===== src/sv/ffc_pkg.sv =====
// ----------------------------------------------------------------------------
// ffc_pkg
// Shared types and constants for the float format converter.
// ----------------------------------------------------------------------------
package ffc_pkg;

  localparam int unsigned DataW = 64;
  localparam int unsigned F64FracW = 52;
  localparam int unsigned F64ExpW = 11;
  localparam int unsigned F64Bias = 1023;
  localparam int unsigned LzW = 6;

  typedef enum logic [1:0] {
    FMT_F16 = 2'd0,
    FMT_F32 = 2'd1,
    FMT_F64 = 2'd2,
    FMT_RSV = 2'd3
  } fmt_t;

  localparam logic REQ_WIDEN = 1'b0;
  localparam logic REQ_NARROW = 1'b1;

  // Unpacked operand, carried from the decode stage to the normalize stage.
  typedef struct packed {
    logic                narrow;
    fmt_t                fmt;
    logic                sgn;
    logic                is_nan;
    logic                is_inf;
    logic                is_zero;
    logic                is_sub;
    logic                pass;
    logic [DataW-1:0]    raw;
    logic signed [12:0]  exp;
    logic [F64FracW-1:0] frac;
  } ffc_dec_t;

  // Normalized operand, carried from normalize to pack.
  typedef struct packed {
    logic                narrow;
    fmt_t                fmt;
    logic                sgn;
    logic                is_nan;
    logic                is_inf;
    logic                is_zero;
    logic                pass;
    logic [DataW-1:0]    raw;
    logic signed [12:0]  exp;
    logic [F64FracW-1:0] frac;
  } ffc_norm_t;

  function automatic logic [3:0] exp_width(input fmt_t f);
    case (f)
      FMT_F16: exp_width = 4'd5;
      FMT_F32: exp_width = 4'd8;
      default: exp_width = 4'd11;
    endcase
  endfunction

  function automatic logic [5:0] frac_width(input fmt_t f);
    case (f)
      FMT_F16: frac_width = 6'd10;
      FMT_F32: frac_width = 6'd23;
      default: frac_width = 6'd52;
    endcase
  endfunction

  function automatic logic [10:0] fmt_bias(input fmt_t f);
    case (f)
      FMT_F16: fmt_bias = 11'd15;
      FMT_F32: fmt_bias = 11'd127;
      default: fmt_bias = 11'd1023;
    endcase
  endfunction

endpackage


===== src/sv/ffc_decode.sv =====
// ----------------------------------------------------------------------------
// ffc_decode
// Stage one: split the operand into sign, exponent and fraction fields.
// ----------------------------------------------------------------------------
module ffc_decode (
  input  logic                    narrow,
  input  ffc_pkg::fmt_t           fmt,
  input  logic [63:0]             operand_bits,
  output ffc_pkg::ffc_dec_t       dec
);
  import ffc_pkg::*;

  logic [63:0] w16;
  logic [63:0] w32;
  logic [10:0] ex;
  logic [10:0] emask;
  logic [51:0] fr;
  logic        sg;
  fmt_t        kf;

  always_comb begin
    kf = narrow ? FMT_F64 : fmt;
    w16 = {48'd0, operand_bits[15:0]};
    w32 = {32'd0, operand_bits[31:0]};
    case (kf)
      FMT_F16: begin
        sg = w16[15];
        ex = {6'd0, w16[14:10]};
        fr = {42'd0, w16[9:0]};
        emask = 11'h1f;
      end
      FMT_F32: begin
        sg = w32[31];
        ex = {3'd0, w32[30:23]};
        fr = {29'd0, w32[22:0]};
        emask = 11'hff;
      end
      default: begin
        sg = operand_bits[63];
        ex = operand_bits[62:52];
        fr = operand_bits[51:0];
        emask = 11'h7ff;
      end
    endcase
    dec.narrow  = narrow;
    dec.fmt     = fmt;
    dec.sgn     = sg;
    dec.is_nan  = (ex == emask) && (fr != '0);
    dec.is_inf  = (ex == emask) && (fr == '0);
    dec.is_zero = (ex == '0) && (fr == '0);
    dec.is_sub  = (ex == '0) && (fr != '0);
    dec.pass    = !narrow && (fmt == FMT_F64 || fmt == FMT_RSV);
    dec.raw     = operand_bits;
    // Unbiased exponent for normal values; subnormals get fixed next stage.
    dec.exp     = $signed({2'b00, ex}) - $signed({2'b00, fmt_bias(kf)});
    dec.frac    = fr;
  end
endmodule


===== src/sv/ffc_norm.sv =====
// ----------------------------------------------------------------------------
// ffc_norm
// Stage two: normalize subnormal fractions with a leading-zero count.
// ----------------------------------------------------------------------------
module ffc_norm (
  input  ffc_pkg::ffc_dec_t  dec,
  output ffc_pkg::ffc_norm_t nrm
);
  import ffc_pkg::*;

  logic [5:0]  p;
  logic [51:0] sh;
  logic [5:0]  mw;

  always_comb begin
    mw = frac_width(dec.narrow ? FMT_F64 : dec.fmt);
    p = '0;
    for (int i = 0; i < 52; i++) begin
      if (dec.frac[i]) p = 6'(i);
    end
    sh = dec.frac << (6'd52 - p);
    nrm.narrow  = dec.narrow;
    nrm.fmt     = dec.fmt;
    nrm.sgn     = dec.sgn;
    nrm.is_nan  = dec.is_nan;
    nrm.is_inf  = dec.is_inf;
    nrm.is_zero = dec.is_zero;
    nrm.pass    = dec.pass;
    nrm.raw     = dec.raw;
    if (dec.is_sub) begin
      // value = 2^(p - mw + 1 - bias); dec.exp holds -bias already
      nrm.exp  = dec.exp + $signed({7'd0, p}) - $signed({7'd0, mw}) + 13'sd1;
      nrm.frac = sh;
    end else begin
      nrm.exp  = dec.exp;
      nrm.frac = dec.frac << (6'd52 - mw);
    end
  end
endmodule


===== src/sv/ffc_pack.sv =====
// ----------------------------------------------------------------------------
// ffc_pack
// Stage three: rebias, clamp and assemble the result pattern.
// ----------------------------------------------------------------------------
module ffc_pack (
  input  ffc_pkg::ffc_norm_t nrm,
  output logic [63:0]        result_bits
);
  import ffc_pkg::*;

  logic signed [12:0] rawe;
  logic [10:0]        emask;
  logic [51:0]        fmask;
  logic [52:0]        sig;
  logic [10:0]        ex;
  logic [51:0]        fr;
  logic [5:0]         mw;
  logic [3:0]         ew;

  always_comb begin
    mw    = frac_width(nrm.fmt);
    ew    = exp_width(nrm.fmt);
    emask = 11'((12'd1 << ew) - 12'd1);
    fmask = 52'((53'd1 << mw) - 53'd1);
    // keep the hidden bit: a narrowed result shifted into a subnormal needs it
    sig   = {1'b1, nrm.frac} >> (6'd52 - mw);
    rawe  = nrm.exp + $signed({2'b00, fmt_bias(nrm.fmt)});
    ex = '0;
    fr = '0;
    result_bits = '0;
    if (!nrm.narrow) begin
      if (nrm.is_nan) result_bits = {nrm.sgn, 63'h7FF8000000000000};
      else if (nrm.is_inf) result_bits = {nrm.sgn, 63'h7FF0000000000000};
      else if (nrm.pass) result_bits = nrm.raw;
      else if (nrm.is_zero) result_bits = {nrm.sgn, 63'd0};
      else result_bits = {nrm.sgn, 11'(nrm.exp + 13'sd1023), nrm.frac};
    end else begin
      if (nrm.is_nan) begin
        ex = emask; fr = 52'd1;
      end else if (nrm.is_inf) begin
        ex = emask;
      end else if (!nrm.is_zero) begin
        if (rawe >= $signed({2'b00, emask})) ex = emask;
        else if (rawe == 13'sd0) fr = sig[52:1] & fmask;
        else if (rawe > 13'sd0) begin
          ex = 11'(rawe); fr = sig[51:0] & fmask;
        end
      end
      result_bits = (64'(nrm.sgn) << (7'(ew) + 7'(mw)))
                  | (64'(ex & emask) << mw) | 64'(fr & fmask);
    end
  end
endmodule


===== src/sv/float_format_converter.sv =====
// ----------------------------------------------------------------------------
// float_format_converter
// Converts binary16/32/64 patterns to and from binary64.
// Stages: decode, normalize and pack, each followed by its own register.
// Throughput: one beat per cycle; the pipeline advances whenever the output
// register is empty or being drained.
// Reset: rst clears the stage valid bits; payload registers are not reset.
// ----------------------------------------------------------------------------
module float_format_converter (
  input  logic        clk,
  input  logic        rst,
  input  logic        valid_in,
  output logic        ready_in,
  input  logic        req_type,
  input  logic [1:0]  fmt,
  input  logic [63:0] operand_bits,
  output logic        valid_out,
  input  logic        ready_out,
  output logic [63:0] result_bits
);
  import ffc_pkg::*;

  logic        v1, v2, v3;
  ffc_dec_t    d1, dec_next;
  ffc_norm_t   n2, norm_next;
  logic [63:0] r3, res_next;
  logic        adv;

  // Whole pipe moves when the last stage is free or its beat is taken.
  assign adv       = !v3 || ready_out;
  assign ready_in  = adv;
  assign valid_out = v3;
  assign result_bits = r3;

  ffc_decode u_dec (
    .narrow(req_type), .fmt(fmt_t'(fmt)), .operand_bits(operand_bits), .dec(dec_next)
  );
  ffc_norm u_norm (.dec(d1), .nrm(norm_next));
  ffc_pack u_pack (.nrm(n2), .result_bits(res_next));

  always_ff @(posedge clk) begin
    if (rst) begin
      v1 <= 1'b0; v2 <= 1'b0; v3 <= 1'b0;
    end else if (adv) begin
      v1 <= valid_in; v2 <= v1; v3 <= v2;
    end
  end

  // Payload: hold on stall, advance otherwise.
  always_ff @(posedge clk) begin
    if (adv) begin
      d1 <= dec_next;
      n2 <= norm_next;
      r3 <= res_next;
    end
  end

`ifndef SYNTHESIS
  a_hold: assert property (@(posedge clk) disable iff (rst)
    valid_out && !ready_out |=> valid_out && $stable(result_bits))
    else $error("result dropped under stall");
  a_ready: assert property (@(posedge clk) disable iff (rst)
    !valid_out |-> ready_in)
    else $error("pipe stalled while empty at output");
  a_flow: assert property (@(posedge clk) disable iff (rst)
    ready_in && v2 |=> valid_out)
    else $error("beat lost between stages");
`endif
endmodule

===== config.mk =====
export PLATFORM = sky130hd
export DESIGN_NAME = float_format_converter
export DESIGN_NICKNAME = d
export VERILOG_FILES = /design/src/sv/ffc_pkg.sv /design/src/sv/ffc_decode.sv /design/src/sv/ffc_norm.sv /design/src/sv/ffc_pack.sv /design/src/sv/float_format_converter.sv
export SDC_FILE = /design/constraint.sdc
export NUM_CORES = 1
export LEC_CHECK = 0
export ABC_AREA = 1
export BUFFER_PORTS_ARGS = -buffer_cell sky130_fd_sc_hd__clkbuf_2
export CAP_MARGIN = 20
export CELL_PAD_IN_SITES_DETAIL_PLACEMENT = 2
export CELL_PAD_IN_SITES_GLOBAL_PLACEMENT = 2
export CORE_MARGIN = 2
export CORE_UTILIZATION = 34
export DETAILED_ROUTE_END_ITERATION = 6
export GPL_ROUTABILITY_DRIVEN = 0
export PLACE_DENSITY = 0.77
export RECOVER_POWER = 25
export REMOVE_ABC_BUFFERS = 1
export SETUP_SLACK_MARGIN = 0.2
export SLEW_MARGIN = 25
export SYNTH_ARGS = -nofsm -noshare
export SYNTH_HDL_FRONTEND = slang
export SYNTH_SLANG_ARGS = --single-unit
export TNS_END_PERCENT = 5

===== constraint.sdc =====
create_clock -name clk -period 8.05 [get_ports clk]
set_input_delay 0.4025 -clock clk [delete_from_list [all_inputs] [get_ports clk]]
set_output_delay 0.4025 -clock clk [all_outputs]
set_load 0.05 [all_outputs]

# Yosys cells after proc, flatten, opt, wreduce, memory -nomap -nowiden
# Index checks and enable logic that the tools add are counted.
# word_totals
register_bits	342
input_bits	71
output_inout_bits	66
word_cells	156
# classes
n_addsub	12
order_cmp	2
n_eq_ne	6
shift	7
muxes	82
bitwise_logic	6
reduce_logical	16
# ops
cell	n
52-bit two-way mux	7
64-bit two-way mux	4
52-bit AND	3
64-bit OR	2
6-bit two-way mux	20
52-bit one-hot mux with 2 select lines	1
52-bit by 6-bit << shifter with 52-bit output	2
5-bit two-way mux	16
11-bit two-way mux	7
65-bit two-way mux	1
1-bit by 7-bit << shifter with 64-bit output	1
64-bit by 6-bit << shifter with 64-bit output	1
63-bit two-way mux	1
53-bit by 6-bit right shift with 53-bit output	1
52-bit logical NOT	1
52-bit nonzero test	1
1-bit by 6-bit << shifter with 52-bit output, first input constant	1
52-bit by 1-bit subtractor with 52-bit output, second input constant	1
11-bit one-hot mux with 2 select lines	2
10-bit one-hot mux with 2 select lines	2
4-bit two-way mux	8
6-bit one-hot mux with 2 select lines	2
6-bit subtractor, first input constant	3
13-bit by 11-bit adder with 13-bit output	1
25 further kinds	42

# Depth between registers and ports, before layout
# depth
ltp_word	55
mapped_depth	64
mapped_depth_nobuf	64

# By module
# From an unflattened synthesis, not the netlist that was laid out.
# hier_totals
cells_unflattened	3014
area_unflattened_um2	23608.9
# modules_own_cells
module	n_inst	cells_per_inst	area_per_inst_um2	seq_area_each_um2
float_format_converter	1	358	10306.1	10239.8
ffc_pack	1	1170	5928.2	0.0
ffc_norm	1	1133	5532.8	0.0
ffc_decode	1	353	1841.8	0.0

# Least setup slack after synthesis
# OpenSTA, ideal clock, no wires.
# synth_timing
kind	flip-flop to flip-flop
start	register v3 (netlist: valid_out)
end	register d1[100] (netlist name), enable pin
arrival_time_ns	7.283
required_time_ns	7.355
slack_ns	0.072
stages_incl_launch_ff	4
period_less_slack_ns	7.978
cell_sequence	dfxtp_1 inv_1 nor2_1 inv_1
# synth_via
elab_chain_cells	2
# synth_rtl
element	line_no	rtl
start: declaration	float_format_converter.sv:23	logic v1, v2, v3;
start signal: assignment	float_format_converter.sv:45	v1 <= valid_in; v2 <= v1; v3 <= v2;
1-bit logical NOT	float_format_converter.sv:30	assign adv = !v3 || ready_out;
1-bit logical OR	float_format_converter.sv:30	
named net ready_in	float_format_converter.sv:13	output logic ready_in,
end signal: assignment	float_format_converter.sv:52	d1 <= dec_next;
end: declaration	float_format_converter.sv:24	ffc_dec_t d1, dec_next;
# The timed path passes the listed nets, and every way through them passes these cells.
# A chain may end at the register's enable or synchronous reset.

==> results.md <==
* Status: finished with violations
* Failing checks: capacitance limit, slew limit
* Num CTS Buffers at 40
* Largest net degree at the start of global routing at between 150 and 200
* Worst Setup End Kind: register
* Fmax at 151 MHz
* Placed Instances at between 3000 and 4000
* Clock slew at reported path FFs at roughly 0.060 ns
* Primary FF master, synth: edfxtp_1
* Final worst slack at roughly 1.4 ns
* Synth Register Bits at ~330
* Drt wl/cell at about 28 µm
* Setup Fix Bufs, Post-CTS at 0
* CTS sink cnt at 331
* Worst Path Required at roughly 8.4 ns
* Min-delay worst type: in2reg
* Ys async rst share at 0
* Post-synth top area cell: edfxtp_1
* DR pass1 iterations at 6
* CTS tree: yes
* GRT overflow at 0
* Final nets at around 2800
* CP dominant cell by count: nand2_1
* # port buffers at between 100 and 150
* Fin cells at 3478
* Site Rows at just over 90
* Power Internal at 3.95 mW
* Slew Limit Fails at 45
* Synthesized instance count at about 2600
* Global-route wire length before repair at roughly 140000 µm
* Worst EP arrival at roughly 6.9 ns
* Fin crit share at 0.822
* Residual DRC at 0
* Final ANT Viol Nets at 0
* Comb pwr share at 0.392
* Vias in the first global route at 21700
* Die ar. at ~64000 µm²
* DRT iter0 DRCs at 2061
* Drt via density at between 5 and 6
* Yosys cell types at between 50 and 60
* Routed via count at about 21000
* Clock Path Buffers at 3
* Relative slew margins at -0.522
* Post-synth EDFFs at ~330
* Die width at 253 µm
* Net Sw Frac at 0.438
* N_diodes at 0
* Starting Density at 0.342
* DP Wirelength at 72900 µm
* Sequential area share after synthesis at 0.472
* Final hold vios at 0
* Most frequent cell after synthesis: nand2_1
* Avg Cell Area, Syn at ~8 µm²
* Worst path max stage delay at about 0.51 ns
* Routed wire length at around 96000 µm
* CTS Root Cell: clkbuf_16
* Mapped cell area at 21000 µm²
* Clock power share at 0.254
* Sequential share of power at 0.354
* Switching pwr at 3.08 mW
* # setup viols final at 0
* RSZ-0062 raised after global routing: false
* Global-route usage over all layers at 0.298
* Synth cell count leaders: nand2_1 (568), nand3_1 (411), edfxtp_1 (328)
* Num ports at around 140
* CP Max Fanout at 3
* Top cells by area, synth: edfxtp_1 (47%), nand2_1 (10%), nand3_1 (9.8%), inv_1 (4.7%), nor2_1 (3.9%)
* Core footprint at around 60000 µm²
* Initial antenna violation count at 3
* Setup Skew at 0.0237 ns
* Crit path kind: reg2reg
* Critical path startpoint category: register
* Die outline height at 253 µm
* Post-synth top area share at 0.469
* Slowest CP cell: edfxtp_1
* # H-tree levels at 2
* Worst slack at placement at 1.62 ns
* Worst-Margin Slew at 2.28 ns
* Final hold slack at about 0.038 ns
* Leak at 10.1 nW
* Ys Warns at 0
* VDD IR max at approximately 170 µV
* Max Cap Viol at 1
* Layout cells sized above 1 at 0.0662
* Minimum clock period at approximately 6.6 ns
* Worst skew pair latency at slightly below 0.6 ns
* Area grow syn2layout at 12.3%
* Pwr/cell area at 298 nW/µm²
## placed cells by master, fill, tap and decap left out, drive strengths merged, types with 28 or more instances in the layout
| cell type | instances |
|---|---|
| nand2 | 573 |
| buf | 35 |
| xor2 | 29 |
| nor2 | 218 |
| clkinv | 28 |
| clkbuf | 184 |
| a21oi | 79 |
| edfxtp | 328 |
| o22ai | 53 |
| ha | 41 |
| o21ai | 158 |
| inv | 269 |
| a22oi | 75 |
| nand3 | 412 |
## per-stage QoR
step / power, mW / utilization / setup TNS [ns] / area [µm²]
final: 7.03 / 0.384 / 0 / 23600
after global routing: 7.34 / 0.384 / 0 / 23600
after CTS: 7.01 / 0.386 / 0 / 23700
after detailed placement: 5.19 / 0.365 / 0 / 22400
after global placement: 5.06 / 0.365 / 0 / 22400
after floorplan: 4.11 / - / -68.78 / 20400
## power by group through the flow
stage | Clock, mW | Combinational (mW) | Sequential (mW)
2_1_floorplan | 0 | 1.41 | 2.70
3_3_place_gp | 0 | 2.57 | 2.49
3_5_place_dp | 0 | 2.68 | 2.51
4_1_cts | 1.81 | 2.71 | 2.49
5_1_grt | 1.86 | 2.97 | 2.51
6_report | 1.79 | 2.76 | 2.49
## sequential cells by signal, indices dropped and copies added, names as in the netlist
| signal | flops |
|---|---|
| n2 | 137 |
| d1 | 127 |
| result_bits | 64 |
| v1 | 1 |
| v2 | 1 |
| valid_out | 1 |
## metal layers
layer  track usage  part of all wire  routed length [µm]  up-vias
li1              -                 -                   -     9190
met1         0.382              0.42               39700    10400
met2         0.501              0.48               45800      777
met3        0.0354             0.055                5250      203
met4         0.142             0.052                4960        4
met5             0           0.00024                  23        -
## path summary, 6_finish.rpt
path	start	to	slack (ns)	cells past startpoint
hold reg to reg	d1[104]$_DFFE_PP_	n2[104]$_DFFE_PP_	0.41	0
hold / removal	rst	v1$_SDFFE_PP0P_	0.04	2
setup / recovery	d1[67]$_DFFE_PP_	n2[64]$_DFFE_PP_	1.43	64
setup reg to reg	d1[67]$_DFFE_PP_	n2[64]$_DFFE_PP_	1.43	64
## critical path: cells and delay by family (launching register included)
family | cells | cell delay (ns)
AO/OA/AOI/OAI | 6 | 1.46
adder cells (fa/ha/maj) | 2 | 0.64
buffers and inverters | 5 | 0.46
flip-flops | 1 | 0.51
AND/OR/NAND/NOR | 51 | 3.22
## layout make-up
cell class                      count  area [µm²]
Clock buffer                       47        1030
Clock inverter                     25         213
Fill cell                        6949       37800
Inverter                          276        1040
Multi-Input combinational cell   1835        9530
Sequential cell                   331        9910
Tap cell                          790         988
Timing Repair Buffer              174         883
## repair_timing
action	4_1_cts	5_1_grt
hold endpoints to repair	2	0
hold buffers	2	0
gates resized for setup	0	0
endpoints found under the setup margin	0	0
## cell families after synthesis
family	share of synthesized area
AO/OA/AOI/OAI	0.147
XOR/XNOR	0.0133
adder cells (fa/ha/maj)	0.0301
buffers and inverters	0.0792
flip-flops	0.472
multiplexers	0.000477
other	0.000179
AND/OR/NAND/NOR	0.258
Power figures use the tool's default switching activity.
